<file path="src/sv/htfe_pkg.sv">
// Package for the header/tail frame extractor: shared constants, configuration
// register indexes and the command/status structs between controller and datapath.
// No dependencies.
`timescale 1ns / 1ps

package htfe_pkg;

  localparam int unsigned BYTE_W = 8;
  localparam int unsigned LEN_W = 3;
  localparam int unsigned CFG_IDX_W = 2;

  localparam int unsigned MAX_FIXED_LENGTH_DEF = 6;
  localparam int unsigned TEST_LENGTH = 4;
  localparam int unsigned PARAM_LENGTH = 6;

  localparam logic [LEN_W-1:0] TAIL_SEARCH_START = 3'd2;
  localparam logic [LEN_W-1:0] VAR_HEAD_LEN = 3'd3;

  localparam logic [CFG_IDX_W-1:0] CFG_HEADER_BYTE = 2'd0;
  localparam logic [CFG_IDX_W-1:0] CFG_TAIL_BYTE = 2'd1;
  localparam logic [CFG_IDX_W-1:0] CFG_TEST_COMMAND = 2'd2;
  localparam logic [CFG_IDX_W-1:0] CFG_PARAM_READ_COMMAND = 2'd3;

  localparam logic [BYTE_W-1:0] HEADER_BYTE_RST = 8'd170;
  localparam logic [BYTE_W-1:0] TAIL_BYTE_RST = 8'd10;
  localparam logic [BYTE_W-1:0] TEST_COMMAND_RST = 8'd0;
  localparam logic [BYTE_W-1:0] PARAM_READ_COMMAND_RST = 8'd16;

  typedef struct packed {
    logic             take;
    logic             emit;
    logic [LEN_W-1:0] emit_idx;
    logic             emit_first;
    logic             emit_last;
  } cmd_t;

  typedef struct packed {
    logic             burst;
    logic             single;
    logic [LEN_W-1:0] burst_len;
    logic             burst_tail;
  } status_t;

endpackage

</file>
<file path="src/sv/htfe_if.sv">
// Stream interfaces of the frame extractor: the received-byte channel and the
// frame-byte channel, each with valid/ready handshake. Depends on htfe_pkg.
`timescale 1ns / 1ps

interface htfe_rx_if;
  logic                        valid;
  logic                        ready;
  logic [htfe_pkg::BYTE_W-1:0] rx_byte;

  modport source (output valid, output rx_byte, input ready);
  modport sink (input valid, input rx_byte, output ready);
endinterface

interface htfe_frame_if;
  logic                        valid;
  logic                        ready;
  logic [htfe_pkg::BYTE_W-1:0] frame_byte;
  logic                        frame_first;
  logic                        frame_last;

  modport source (output valid, output frame_byte, output frame_first, output frame_last,
                  input ready);
  modport sink (input valid, input frame_byte, input frame_first, input frame_last,
                output ready);
endinterface

</file>
<file path="src/sv/htfe_dpath.sv">
// Datapath of the frame extractor: configuration registers, frame parser state,
// held frame bytes and the output payload register. Depends on htfe_pkg.
`timescale 1ns / 1ps

module htfe_dpath #(
  parameter int unsigned MAX_FIXED_LENGTH = htfe_pkg::MAX_FIXED_LENGTH_DEF
) (
  input  logic                           clk,
  input  logic                           rst_n,
  input  logic                           cfg_we,
  input  logic [htfe_pkg::CFG_IDX_W-1:0] cfg_index,
  input  logic [htfe_pkg::BYTE_W-1:0]    cfg_wdata,
  input  logic [htfe_pkg::BYTE_W-1:0]    rx_byte,
  input  htfe_pkg::cmd_t                 cmd,
  output htfe_pkg::status_t              status,
  output logic [htfe_pkg::BYTE_W-1:0]    frame_byte,
  output logic                           frame_first,
  output logic                           frame_last
);

  localparam int unsigned TEST_LEN =
    (htfe_pkg::TEST_LENGTH > MAX_FIXED_LENGTH) ? MAX_FIXED_LENGTH : htfe_pkg::TEST_LENGTH;
  localparam int unsigned PARAM_LEN =
    (htfe_pkg::PARAM_LENGTH > MAX_FIXED_LENGTH) ? MAX_FIXED_LENGTH : htfe_pkg::PARAM_LENGTH;
  localparam int unsigned HELD_DEPTH = (PARAM_LEN > TEST_LEN) ? PARAM_LEN : TEST_LEN;
  localparam int unsigned HIDX_W = $clog2(HELD_DEPTH);

  typedef enum logic [1:0] {
    PH_HUNT,
    PH_CMD,
    PH_FIXED,
    PH_VAR
  } phase_t;

  logic [htfe_pkg::BYTE_W-1:0] header_r, tail_r, test_cmd_r, param_cmd_r;
  phase_t                      phase_r, phase_nxt;
  logic [htfe_pkg::LEN_W-1:0]  pos_r, pos_nxt, flen_r, flen_nxt, pos_inc;
  logic [htfe_pkg::BYTE_W-1:0] held_r [HELD_DEPTH];
  logic                        held_we;
  logic [HIDX_W-1:0]           held_waddr;
  logic                        is_tail;

  assign pos_inc = pos_r + 3'd1;
  assign is_tail = (rx_byte == tail_r);

  always_comb begin
    phase_nxt  = phase_r;
    pos_nxt    = pos_r;
    flen_nxt   = flen_r;
    held_we    = 1'b0;
    held_waddr = pos_r[HIDX_W-1:0];
    status     = '0;
    case (phase_r)
      PH_HUNT: begin
        if (rx_byte == header_r) begin
          held_we    = 1'b1;
          held_waddr = HIDX_W'(0);
          pos_nxt    = 3'd1;
          phase_nxt  = PH_CMD;
        end
      end
      PH_CMD: begin
        held_we    = 1'b1;
        held_waddr = HIDX_W'(1);
        pos_nxt    = htfe_pkg::TAIL_SEARCH_START;
        if (rx_byte == test_cmd_r) begin
          flen_nxt  = htfe_pkg::LEN_W'(TEST_LEN);
          phase_nxt = PH_FIXED;
        end else if (rx_byte == param_cmd_r) begin
          flen_nxt  = htfe_pkg::LEN_W'(PARAM_LEN);
          phase_nxt = PH_FIXED;
        end else begin
          phase_nxt = PH_VAR;
        end
      end
      PH_FIXED: begin
        held_we = 1'b1;
        pos_nxt = pos_inc;
        if (pos_inc >= flen_r) begin
          phase_nxt = PH_HUNT;
          pos_nxt   = '0;
          if (is_tail) begin
            status.burst      = 1'b1;
            status.burst_len  = flen_r;
            status.burst_tail = 1'b1;
          end
        end
      end
      PH_VAR: begin
        if (pos_r <= htfe_pkg::TAIL_SEARCH_START) begin
          if (is_tail) begin
            phase_nxt = PH_HUNT;
            pos_nxt   = '0;
          end else begin
            held_we          = 1'b1;
            held_waddr       = htfe_pkg::TAIL_SEARCH_START[HIDX_W-1:0];
            status.burst     = 1'b1;
            status.burst_len = htfe_pkg::VAR_HEAD_LEN;
            pos_nxt          = htfe_pkg::VAR_HEAD_LEN;
          end
        end else begin
          status.single = 1'b1;
          if (is_tail) begin
            phase_nxt = PH_HUNT;
            pos_nxt   = '0;
          end
        end
      end
      default: begin
        phase_nxt = PH_HUNT;
        pos_nxt   = '0;
      end
    endcase
  end

  always_ff @(posedge clk) begin
    if (!rst_n) begin
      header_r    <= htfe_pkg::HEADER_BYTE_RST;
      tail_r      <= htfe_pkg::TAIL_BYTE_RST;
      test_cmd_r  <= htfe_pkg::TEST_COMMAND_RST;
      param_cmd_r <= htfe_pkg::PARAM_READ_COMMAND_RST;
      phase_r     <= PH_HUNT;
      pos_r       <= '0;
      flen_r      <= '0;
    end else begin
      if (cfg_we) begin
        case (cfg_index)
          htfe_pkg::CFG_HEADER_BYTE:        header_r    <= cfg_wdata;
          htfe_pkg::CFG_TAIL_BYTE:          tail_r      <= cfg_wdata;
          htfe_pkg::CFG_TEST_COMMAND:       test_cmd_r  <= cfg_wdata;
          htfe_pkg::CFG_PARAM_READ_COMMAND: param_cmd_r <= cfg_wdata;
          default: ;
        endcase
      end
      if (cmd.take) begin
        phase_r <= phase_nxt;
        pos_r   <= pos_nxt;
        flen_r  <= flen_nxt;
      end
    end
  end

  always_ff @(posedge clk) begin
    if (cmd.take && held_we) begin
      held_r[held_waddr] <= rx_byte;
    end
    if (cmd.take && status.single) begin
      frame_byte  <= rx_byte;
      frame_first <= 1'b0;
      frame_last  <= is_tail;
    end else if (cmd.emit) begin
      frame_byte  <= held_r[cmd.emit_idx[HIDX_W-1:0]];
      frame_first <= cmd.emit_first;
      frame_last  <= cmd.emit_last;
    end
  end

endmodule

</file>
<file path="src/sv/htfe_ctrl.sv">
// Controller of the frame extractor: input/output handshake, burst sequencing of
// held frame bytes and output valid. Depends on htfe_pkg.
`timescale 1ns / 1ps

module htfe_ctrl (
  input  logic              clk,
  input  logic              rst_n,
  input  logic              in_valid,
  output logic              in_ready,
  output logic              out_valid,
  input  logic              out_ready,
  input  htfe_pkg::status_t status,
  output htfe_pkg::cmd_t    cmd
);

  typedef enum logic {
    ST_TAKE,
    ST_BURST
  } state_t;

  state_t                     state_r, state_nxt;
  logic                       out_valid_r, out_valid_nxt;
  logic [htfe_pkg::LEN_W-1:0] idx_r, idx_nxt, len_r, len_nxt;
  logic                       tail_r, tail_nxt;
  logic                       slot_free, idx_at_end;

  assign slot_free  = !out_valid_r || out_ready;
  assign idx_at_end = (idx_r == (len_r - 3'd1));
  assign in_ready   = (state_r == ST_TAKE) && slot_free;
  assign out_valid  = out_valid_r;

  always_comb begin
    state_nxt      = state_r;
    out_valid_nxt  = out_valid_r && !out_ready;
    idx_nxt        = idx_r;
    len_nxt        = len_r;
    tail_nxt       = tail_r;
    cmd.take       = in_valid && in_ready;
    cmd.emit       = 1'b0;
    cmd.emit_idx   = idx_r;
    cmd.emit_first = (idx_r == '0);
    cmd.emit_last  = tail_r && idx_at_end;
    case (state_r)
      ST_TAKE: begin
        if (cmd.take) begin
          if (status.single) begin
            out_valid_nxt = 1'b1;
          end else if (status.burst) begin
            len_nxt   = status.burst_len;
            tail_nxt  = status.burst_tail;
            idx_nxt   = '0;
            state_nxt = ST_BURST;
          end
        end
      end
      ST_BURST: begin
        if (slot_free) begin
          cmd.emit      = 1'b1;
          out_valid_nxt = 1'b1;
          idx_nxt       = idx_r + 3'd1;
          if (idx_at_end) begin
            state_nxt = ST_TAKE;
          end
        end
      end
      default: state_nxt = ST_TAKE;
    endcase
  end

  always_ff @(posedge clk) begin
    if (!rst_n) begin
      state_r     <= ST_TAKE;
      out_valid_r <= 1'b0;
      idx_r       <= '0;
      len_r       <= '0;
      tail_r      <= 1'b0;
    end else begin
      state_r     <= state_nxt;
      out_valid_r <= out_valid_nxt;
      idx_r       <= idx_nxt;
      len_r       <= len_nxt;
      tail_r      <= tail_nxt;
    end
  end

`ifndef ASSERT_OFF
  a_idx_in_range: assert property (@(posedge clk) disable iff (!rst_n)
    (state_r == ST_BURST) |-> (idx_r < len_r))
    else $error("burst index past burst length");

  a_burst_len_legal: assert property (@(posedge clk) disable iff (!rst_n)
    (state_r == ST_BURST) |-> (len_r >= 3'd3 && len_r <= 3'd6))
    else $error("illegal burst length");

  a_burst_entered: assert property (@(posedge clk) disable iff (!rst_n)
    (cmd.take && status.burst) |=> (state_r == ST_BURST && idx_r == '0))
    else $error("burst not started after closing transaction");

  a_status_exclusive: assert property (@(posedge clk) disable iff (!rst_n)
    !(status.burst && status.single))
    else $error("burst and single result requested together");

  a_emit_loads_output: assert property (@(posedge clk) disable iff (!rst_n)
    cmd.emit |=> out_valid_r)
    else $error("emitted byte not presented");
`endif

endmodule

</file>
<file path="src/sv/header_tail_frame_extractor_unit.sv">
// Output: a streamed variable-frame byte is presented in the cycle after its transaction;
// a held burst (fixed frame, or the first three bytes of a variable frame) starts after the
// burst state is entered, goes through the output register and delivers one byte per cycle
// while out is ready. Throughput: one input transaction per cycle outside bursts and stalls.
// Reset: synchronous active-low rst_n restores register defaults and header hunting.
`timescale 1ns / 1ps

module header_tail_frame_extractor_unit #(
  parameter int unsigned MAX_FIXED_LENGTH = htfe_pkg::MAX_FIXED_LENGTH_DEF
) (
  input  logic                           clk,
  input  logic                           rst_n,
  htfe_rx_if.sink                        in_ch,
  htfe_frame_if.source                   out_ch,
  input  logic                           cfg_we,
  input  logic [htfe_pkg::CFG_IDX_W-1:0] cfg_index,
  input  logic [htfe_pkg::BYTE_W-1:0]    cfg_wdata
);

  htfe_pkg::cmd_t    cmd;
  htfe_pkg::status_t status;

  htfe_ctrl u_ctrl (
    .clk       (clk),
    .rst_n     (rst_n),
    .in_valid  (in_ch.valid),
    .in_ready  (in_ch.ready),
    .out_valid (out_ch.valid),
    .out_ready (out_ch.ready),
    .status    (status),
    .cmd       (cmd)
  );

  htfe_dpath #(
    .MAX_FIXED_LENGTH (MAX_FIXED_LENGTH)
  ) u_dpath (
    .clk         (clk),
    .rst_n       (rst_n),
    .cfg_we      (cfg_we),
    .cfg_index   (cfg_index),
    .cfg_wdata   (cfg_wdata),
    .rx_byte     (in_ch.rx_byte),
    .cmd         (cmd),
    .status      (status),
    .frame_byte  (out_ch.frame_byte),
    .frame_first (out_ch.frame_first),
    .frame_last  (out_ch.frame_last)
  );

endmodule

</file>
<file path="src/flat_wrapper.sv">
// flat-port wrapper written by rule: the top's interface ports become plain ports
module header_tail_frame_extractor_unit_flat 
#(
  parameter int unsigned MAX_FIXED_LENGTH = htfe_pkg::MAX_FIXED_LENGTH_DEF
)
  (clk, rst_n, cfg_we, cfg_index, cfg_wdata, in_ch_valid, in_ch_rx_byte, in_ch_ready, out_ch_valid, out_ch_frame_byte, out_ch_frame_first, out_ch_frame_last, out_ch_ready);
  htfe_rx_if in_ch_i ();
  htfe_frame_if out_ch_i ();
  input  logic clk;
  input  logic rst_n;
  input  logic cfg_we;
  input  logic [htfe_pkg::CFG_IDX_W-1:0] cfg_index;
  input  logic [htfe_pkg::BYTE_W-1:0] cfg_wdata;
  input wire logic [$bits(in_ch_i.valid)-1:0] in_ch_valid;
  input wire logic [$bits(in_ch_i.rx_byte)-1:0] in_ch_rx_byte;
  output wire logic [$bits(in_ch_i.ready)-1:0] in_ch_ready;
  output wire logic [$bits(out_ch_i.valid)-1:0] out_ch_valid;
  output wire logic [$bits(out_ch_i.frame_byte)-1:0] out_ch_frame_byte;
  output wire logic [$bits(out_ch_i.frame_first)-1:0] out_ch_frame_first;
  output wire logic [$bits(out_ch_i.frame_last)-1:0] out_ch_frame_last;
  input wire logic [$bits(out_ch_i.ready)-1:0] out_ch_ready;
  assign in_ch_i.valid = in_ch_valid;
  assign in_ch_i.rx_byte = in_ch_rx_byte;
  assign in_ch_ready = in_ch_i.ready;
  assign out_ch_valid = out_ch_i.valid;
  assign out_ch_frame_byte = out_ch_i.frame_byte;
  assign out_ch_frame_first = out_ch_i.frame_first;
  assign out_ch_frame_last = out_ch_i.frame_last;
  assign out_ch_i.ready = out_ch_ready;
  header_tail_frame_extractor_unit #(.MAX_FIXED_LENGTH(MAX_FIXED_LENGTH)) u_core (.clk(clk), .rst_n(rst_n), .in_ch(in_ch_i), .out_ch(out_ch_i), .cfg_we(cfg_we), .cfg_index(cfg_index), .cfg_wdata(cfg_wdata));
endmodule
</file>
<file path="config.mk">
export PLATFORM = sky130hd
export DESIGN_NAME = header_tail_frame_extractor_unit_flat
export DESIGN_NICKNAME = d
export VERILOG_FILES = /design/src/sv/htfe_pkg.sv /design/src/sv/htfe_if.sv /design/src/sv/htfe_dpath.sv /design/src/sv/htfe_ctrl.sv /design/src/sv/header_tail_frame_extractor_unit.sv /design/src/flat_wrapper.sv
export SDC_FILE = /design/constraint.sdc
export NUM_CORES = 1
export LEC_CHECK = 0
export BUFFER_PORTS_ARGS = -buffer_cell sky130_fd_sc_hd__buf_2
export CORE_UTILIZATION = 26
export DETAILED_ROUTE_END_ITERATION = 12
export PLACE_DENSITY = 0.48
export SETUP_SLACK_MARGIN = 0.05
export SLEW_MARGIN = 30
export SYNTH_ARGS = -nofsm -noshare
export SYNTH_HDL_FRONTEND = slang
export SYNTH_SLANG_ARGS = --single-unit
</file>
<file path="constraint.sdc">
create_clock -name clk -period 8.3 [get_ports clk]
set_clock_uncertainty 0.05 [all_clocks]
set_input_delay 0.415 -clock clk [delete_from_list [all_inputs] [get_ports clk]]
set_output_delay 0.415 -clock clk [all_outputs]
set_load 0.01 [all_outputs]
</file>
==> results.md, run 1 <==
* Share of the yosys chip area belonging to registers at 0.548
* Fin crit period at 2.97 ns
* Reg-to-Reg End: u_core.u_dpath.held_r[5][0]$_DFFE_PP_
* Worst hold endpoint: u_core.u_dpath.param_cmd_r[4]$_SDFFE_PN1P_
* Max Cap Viol at 0
* Synth-to-layout area growth at 14.1%
* Number of core rows at 50
* Top achievable clock speed at 0.336 GHz
* First-pass GRT wire length at 17800 µm
* Status: completed
* Leakage Power at 2.00 nW
* Initial DRC Count at 180
* Final Util at 0.304
* Most frequent cell after synthesis: edfxtp_1
* Maximum vdd drop at 0.0900 mV
* Final #Nets at 496
* Period utilisation layout at 0.358
* DR WL met2 at 5310 µm
* Yosys top cell by area: edfxtp_1
* Vias at 3273
* Cts hold-fix bufs at 0
* Detail Route Antenna Nets at 0
* Post-Syn Nets at 472
* Wire length on met1 at 5080 µm
* CTS Sinks at 109
* Number of slew-limit violations in the final report at 0
* Crit-path max FO at 8
* Total GRT Usage at 0.120
* Endpoint type of the worst setup path: flip-flop
* Clk Latency, worst-skew pair at 0.36 ns
* Worst Max-Slew Pin Slew at 0.911 ns
* Area contributors post-synth: edfxtp_1 (34%), dfxtp_1 (21%), mux2i_1 (6.6%)
* Fillers at 1926
* Setup CP Type: flip-flop to flip-flop
* Postcts setup bufs at 0
* Worst slew margin at 0.391
* Number of flops mapped to enable cells by yosys at 57
* Critical Path RT at 8.23 ns
* Clock slew at reported path FFs at 0.07 ns
* # setup viols final at 0
* Hold path depth at 3
* TritonCTS clock tree: built
* Async S/R FF share, synth at 0
* Antenna violations before repair at 1
* Netlist area before placement at 5020 µm²
* RSZ-0062 raised after global routing: no
* Final hold vios at 0
* R2r setup slk at 5.33 ns
* Setup_tns at 0 ns
* Cts bufs inserted at 9
* Synth Register Bits at 109
* Die height at 141 µm
* # DRC at 0
* Num ports at 35
* 1st-pass router iterations at 4
* Vias in the first global route at 3268
* Multi-input gate area at 2110 µm²
* Cell Pwr Density at 183 nW/µm²
* Post-cts gate resize count at 0
* GPL Wtd Cong at 0.876
* Worst Hold Launch: cfg_wdata[4]
* Drt via density at 4.50
* Largest net degree at the start of global routing at 28
* CTS max path bufs at 2
* Top Metal Used: met4
* Core area at 18800 µm²
* Hold WC Path Type: input pin to flip-flop
* Reg2Reg Depth at 6
* Synth Instances at 437
* Commonest cells post-synth: edfxtp_1 (57), dfxtp_1 (52), nand2_1 (52)
* Crit start category: flip-flop
* Layout cell share with drive strength beyond 1 at 0.165
* R2r startpoint: u_core.u_dpath.phase_r[0]$_SDFFE_PN0P_
* Drt total wl at 11100 µm
* Initial Util at 0.267
* I/O Buffers at 34
* Remaining global-route overflow at 0
* Synth top area share at 0.341
* Reg area at 2750 µm²
* Clock root buffer: clkbuf_16
* Top FF cell, synth: edfxtp_1
* Die area at 19900 µm²
* Syn avg cell area at 11.5 µm²
* Post-synth cell types at 53
* Synth warn at 0
* Detail Placement HPWL at 7950 µm
* H-tree lvl count at 3
* WL/cell at 15.3 µm
* Routed length on met3 at 523 µm
* DIE WIDTH at 141 µm
* Critical path data arrival time at 2.90 ns
critical path: stages, from the launching register on:
cell,delay (ns)
dfxtp_1,0.35
inv_1,0.13
ha_1,0.27
a21boi_1,0.52
a211oi_1,0.10
o22ai_1,0.38
nor2b_1,0.79
flip-flops by register name, summed over array words and instances (netlist names), named ones only:
name                        count
u_core.u_ctrl.idx_r             3
u_core.u_ctrl.len_r             3
u_core.u_ctrl.out_valid         1
u_core.u_ctrl.state_r           1
u_core.u_ctrl.tail_r            1
u_core.u_dpath.flen_r           2
u_core.u_dpath.frame_byte       8
u_core.u_dpath.frame_first      1
u_core.u_dpath.frame_last       1
u_core.u_dpath.header_r         8
u_core.u_dpath.held_r          48
u_core.u_dpath.param_cmd_r      8
u_core.u_dpath.phase_r          2
u_core.u_dpath.pos_r            3
u_core.u_dpath.tail_r           8
u_core.u_dpath.test_cmd_r       8
routing by layer:
layer | vias to the layer above | global-route usage
met5 | - | 0
met4 | 0 | 0.0538
met3 | 11 | 0.0340
met2 | 67 | 0.190
met1 | 1581 | 0.153
li1 | 1614 | -
cell families after synthesis:
kind of cell / synth area share
muxes: 0.102
AOI/OAI and AO/OA: 0.0894
DFF: 0.548
xor gates and xnor gates: 0.0690
buffers and inverters: 0.0349
and+or+nand+nor: 0.127
adders and majority gates: 0.0299
report_power, final:
group	leakage, nW	total, mW	switching (mW)	internal, mW
clock network	0.136	0.422	0.211	0.211
registers	0.934	0.575	0.00512	0.570
logic	0.925	0.0521	0.0321	0.0200
total	2.00	1.05	0.248	0.801
area by class of cell:
type / count / area share
Timing Repair Buffer: 38 / 0.0349
Inverter: 13 / 0.00852
Sequential cell: 109 / 0.481
Clock inverter: 7 / 0.0111
Antenna cell: 1 / 0.000437
Multi-Input combinational cell: 290 / 0.368
Clock buffer: 9 / 0.0393
Tap cell: 260 / 0.0568
stage by stage:
stage | hold WS, ns | area, µm² | cells | total power, mW | setup slack, ns
floorplan | 0.382 | 5020 | 437 | 0.622 | 5.31
global placement | 0.394 | 5430 | 710 | 0.640 | 5.12
detailed placement | 0.404 | 5440 | 710 | 0.641 | 5.13
CTS | 0.270 | 5730 | 726 | 1.06 | 5.30
global route | 0.278 | 5730 | 727 | 1.09 | 5.10
finish | 0.281 | 5730 | 727 | 1.05 | 5.33
layout by cell type, fill, tap and decap left out, drive strengths merged, types with 2 or more instances in the layout:
| cell type | count |
|---|---|
| nand2 | 52 |
| o21ai | 26 |
| nand4 | 4 |
| a21oi | 19 |
| nor2 | 36 |
| nand3b | 2 |
| nand3 | 6 |
| a221oi | 4 |
| o22ai | 2 |
| mux2i | 33 |
| nor4 | 5 |
| and3 | 2 |
| buf | 38 |
| edfxtp | 57 |
| nand2b | 2 |
| nor4b | 2 |
| xor2 | 20 |
| nor3 | 4 |
| ha | 12 |
| xnor2 | 17 |
| clkbuf | 9 |
| inv | 17 |
| nor3b | 4 |
| a21boi | 3 |
| a211oi | 4 |
| dfxtp | 52 |
| mux4 | 8 |
| clkinvlp | 2 |
| nor2b | 5 |
| o211ai | 2 |
| a311oi | 2 |
worst max path at each step:
stage                                           startpoint                               endpoint  slack [ns]  cells after the start
floorplan                                 in_ch_rx_byte[2]  u_core.u_dpath.held_r[3][0]$_DFFE_PP_        5.31                      7
global placement                          in_ch_rx_byte[2]  u_core.u_dpath.held_r[3][5]$_DFFE_PP_        5.12                      7
detailed placement                        in_ch_rx_byte[2]  u_core.u_dpath.held_r[5][5]$_DFFE_PP_        5.13                      7
CTS                 u_core.u_dpath.phase_r[0]$_SDFFE_PN0P_  u_core.u_dpath.held_r[5][0]$_DFFE_PP_        5.30                      6
global route        u_core.u_dpath.phase_r[0]$_SDFFE_PN0P_  u_core.u_dpath.held_r[5][0]$_DFFE_PP_        5.10                      6
finish              u_core.u_dpath.phase_r[0]$_SDFFE_PN0P_  u_core.u_dpath.held_r[5][0]$_DFFE_PP_        5.33                      6
Power figures use the tool's default switching activity.
==> run 2: changes to the inputs <==
==> constraint.sdc (replaced) <==
create_clock -name clk -period 2.96 [get_ports clk]
set_clock_uncertainty 0.05 [all_clocks]
set_input_delay 0.148 -clock clk [delete_from_list [all_inputs] [get_ports clk]]
set_output_delay 0.148 -clock clk [all_outputs]
set_load 0.01 [all_outputs]
==> results.md, run 2 (synthesis gave the netlist of run 1 again) <==
* Status: completed
* CTS Sinks at 109 (unchanged)
* Top achievable clock speed at 0.383 GHz (+14%)
* Clock root buffer: clkbuf_16
* Drt via density at 4.39 (-2.5%)
* I/O Buffers at 34 (unchanged)
* Cts bufs inserted at 9 (unchanged)
* RSZ-0062 raised after global routing: no
* Die area at 19900 µm² (unchanged)
* Num ports at 35 (unchanged)
* # DRC at 0 (unchanged)
* Critical path data arrival time at 2.76 ns (-0.14 ns)
* Commonest cells after routing, fill and taps aside: edfxtp_1 (57), nand2_1 (52), dfxtp_1 (52)
* Leakage Power at 2.03 nW (+1.9%)
* N_diodes at 0 (-1)
* Largest Register: u_core.u_dpath.held_r
* Post-Place Cell Area at 5490 µm² (+0.92%)
* Fin crit period at 2.61 ns (-0.364 ns)
* Critical Path RT at 3.11 ns (-5.12 ns)
* Fillers at 1928 (+0.10%)
* Worst slew margin at 0.438 (+0.0472)
* Clk Latency, worst-skew pair at 0.35 ns (about the same)
* Non-Filler Instances at 734 (+0.96%)
* Detail Route Antenna Nets at 0 (unchanged)
* Setup_tns at 0 ns (unchanged)
* Drt total wl at 11200 µm (+0.93%)
* GPL Wtd Cong at 0.818 (-6.7%)
* Die height at 141 µm (unchanged)
* Worst Max-Slew Pin Slew at 0.842 ns (-0.0698 ns)
* Max reg flops at 48 (unchanged)
* H-tree lvl count at 3 (unchanged)
* Layout cell share with drive strength beyond 1 at 0.175 (+0.00987)
* Period utilisation layout at 0.881 (+0.523)
* Core area at 18800 µm² (unchanged)
* Hold WC Path Type: input pin to flip-flop
* Synth-to-layout area growth at 14.7%
* Antenna violations before repair at 0 (-1)
* # setup viols final at 0 (unchanged)
* Max Cap Viol at 0 (unchanged)
* DIE WIDTH at 141 µm (unchanged)
* Initial Util at 0.267 (unchanged)
* Setup CP Type: flip-flop to flip-flop
* Endpoint type of the worst setup path: flip-flop
* Initial DRC Count at 183 (+1.7%)
* Vias in the first global route at 3248 (-0.61%)
* Number of slew-limit violations in the final report at 0 (unchanged)
* Crit start category: flip-flop
* Vias at 3221 (-1.6%)
* 1st-pass router iterations at 5 (+1)
* Final hold vios at 0 (unchanged)
* Final instance area at 5760 µm² (+0.59%)
* TritonCTS clock tree: built
* Commonest non-fill, non-tap cell in the layout: edfxtp_1
* Maximum vdd drop at 0.282 mV (+210%)
* Placed Instances at 718 (+1.1%)
* Remaining global-route overflow at 0 (unchanged)
* Postcts setup bufs at 0 (unchanged)
* Cell Pwr Density at 504 nW/µm² (+180%)
* Post-cts gate resize count at 0 (unchanged)
* WL/cell at 15.3 µm (about the same)
* Crit-path max FO at 5 (-3)
* Final #Nets at 504 (+1.6%)
* Total GRT Usage at 0.121 (+0.000194)
* Detail Placement HPWL at 8030 µm (+0.98%)
* First-pass GRT wire length at 17900 µm (+0.70%)
* Cts hold-fix bufs at 0 (unchanged)
* Clock slew at reported path FFs at 0.07 ns (about the same)
* Number of core rows at 50 (unchanged)
* Largest net degree at the start of global routing at 25 (-11%)
* CTS max path bufs at 2 (unchanged)
==> run 2: routing by layer <==
| metal | up-vias | share of wire | track usage |
|---|---|---|---|
| met4 | 0 | 0.012 | 0.0395 |
| met2 | 55 | 0.49 | 0.203 |
| met3 | 8 | 0.034 | 0.0285 |
| li1 | 1612 | - | - |
| met5 | - | 0 | 0 |
| met1 | 1546 | 0.47 | 0.152 |
==> run 2: cell type report <==
cell class | count | area [µm²] | share of cell area
tap | 260 | 325 | 0.0564
inverter | 13 | 48.8 | 0.00847
multi-input combinational | 290 | 2100 | 0.365
clock buffer | 10 | 229 | 0.0397
sequential | 109 | 2750 | 0.478
timing repair buffer | 46 | 260 | 0.0452
clock inverter | 6 | 46.3 | 0.00803
==> run 2: final timing paths <==
kind                                        start                                         end  slack, ns  cells after the start
max          u_core.u_dpath.pos_r[0]$_SDFFE_PN0P_      u_core.u_dpath.phase_r[0]$_SDFFE_PN0P_       0.35                      9
min                                  cfg_wdata[0]  u_core.u_dpath.param_cmd_r[0]$_SDFFE_PN0P_       0.02                      3
max reg2reg  u_core.u_dpath.pos_r[0]$_SDFFE_PN0P_      u_core.u_dpath.phase_r[0]$_SDFFE_PN0P_       0.35                      9
min reg2reg     u_core.u_ctrl.tail_r$_SDFFE_PN0P_           u_core.u_ctrl.tail_r$_SDFFE_PN0P_       0.42                      2
==> run 2: where the power goes <==
group          internal [mW]  leakage (nW)  total [mW]  switching [mW]
sequential              1.60         0.934        1.61          0.0123
combinational         0.0562         0.968       0.148          0.0923
clock                  0.581         0.133        1.14           0.562
total                   2.24          2.03        2.90           0.667
==> run 2: critical path, stage by stage (launching register included) <==
cell	delay [ns]
dfxtp_1	0.41
inv_1	0.09
ha_1	0.32
ha_1	0.29
nand2_1	0.05
a21boi_0	0.23
or3_1	0.23
or4b_4	0.52
nor3_2	0.22
a211oi_2	0.06
==> run 2: per-stage QoR <==
step / power [mW] / worst slack (ns) / util / hold WS [ns]
after CTS: 2.95 / 0.379 / 0.306 / 0.0121
after global routing: 3.02 / 0.191 / 0.306 / 0.0269
after global placement: 1.80 / 0.455 / 0.291 / 0.383
after detailed placement: 1.80 / 0.410 / 0.291 / 0.390
final: 2.90 / 0.352 / 0.306 / 0.0232
after floorplan: 1.74 / 0.134 / - / 0.197
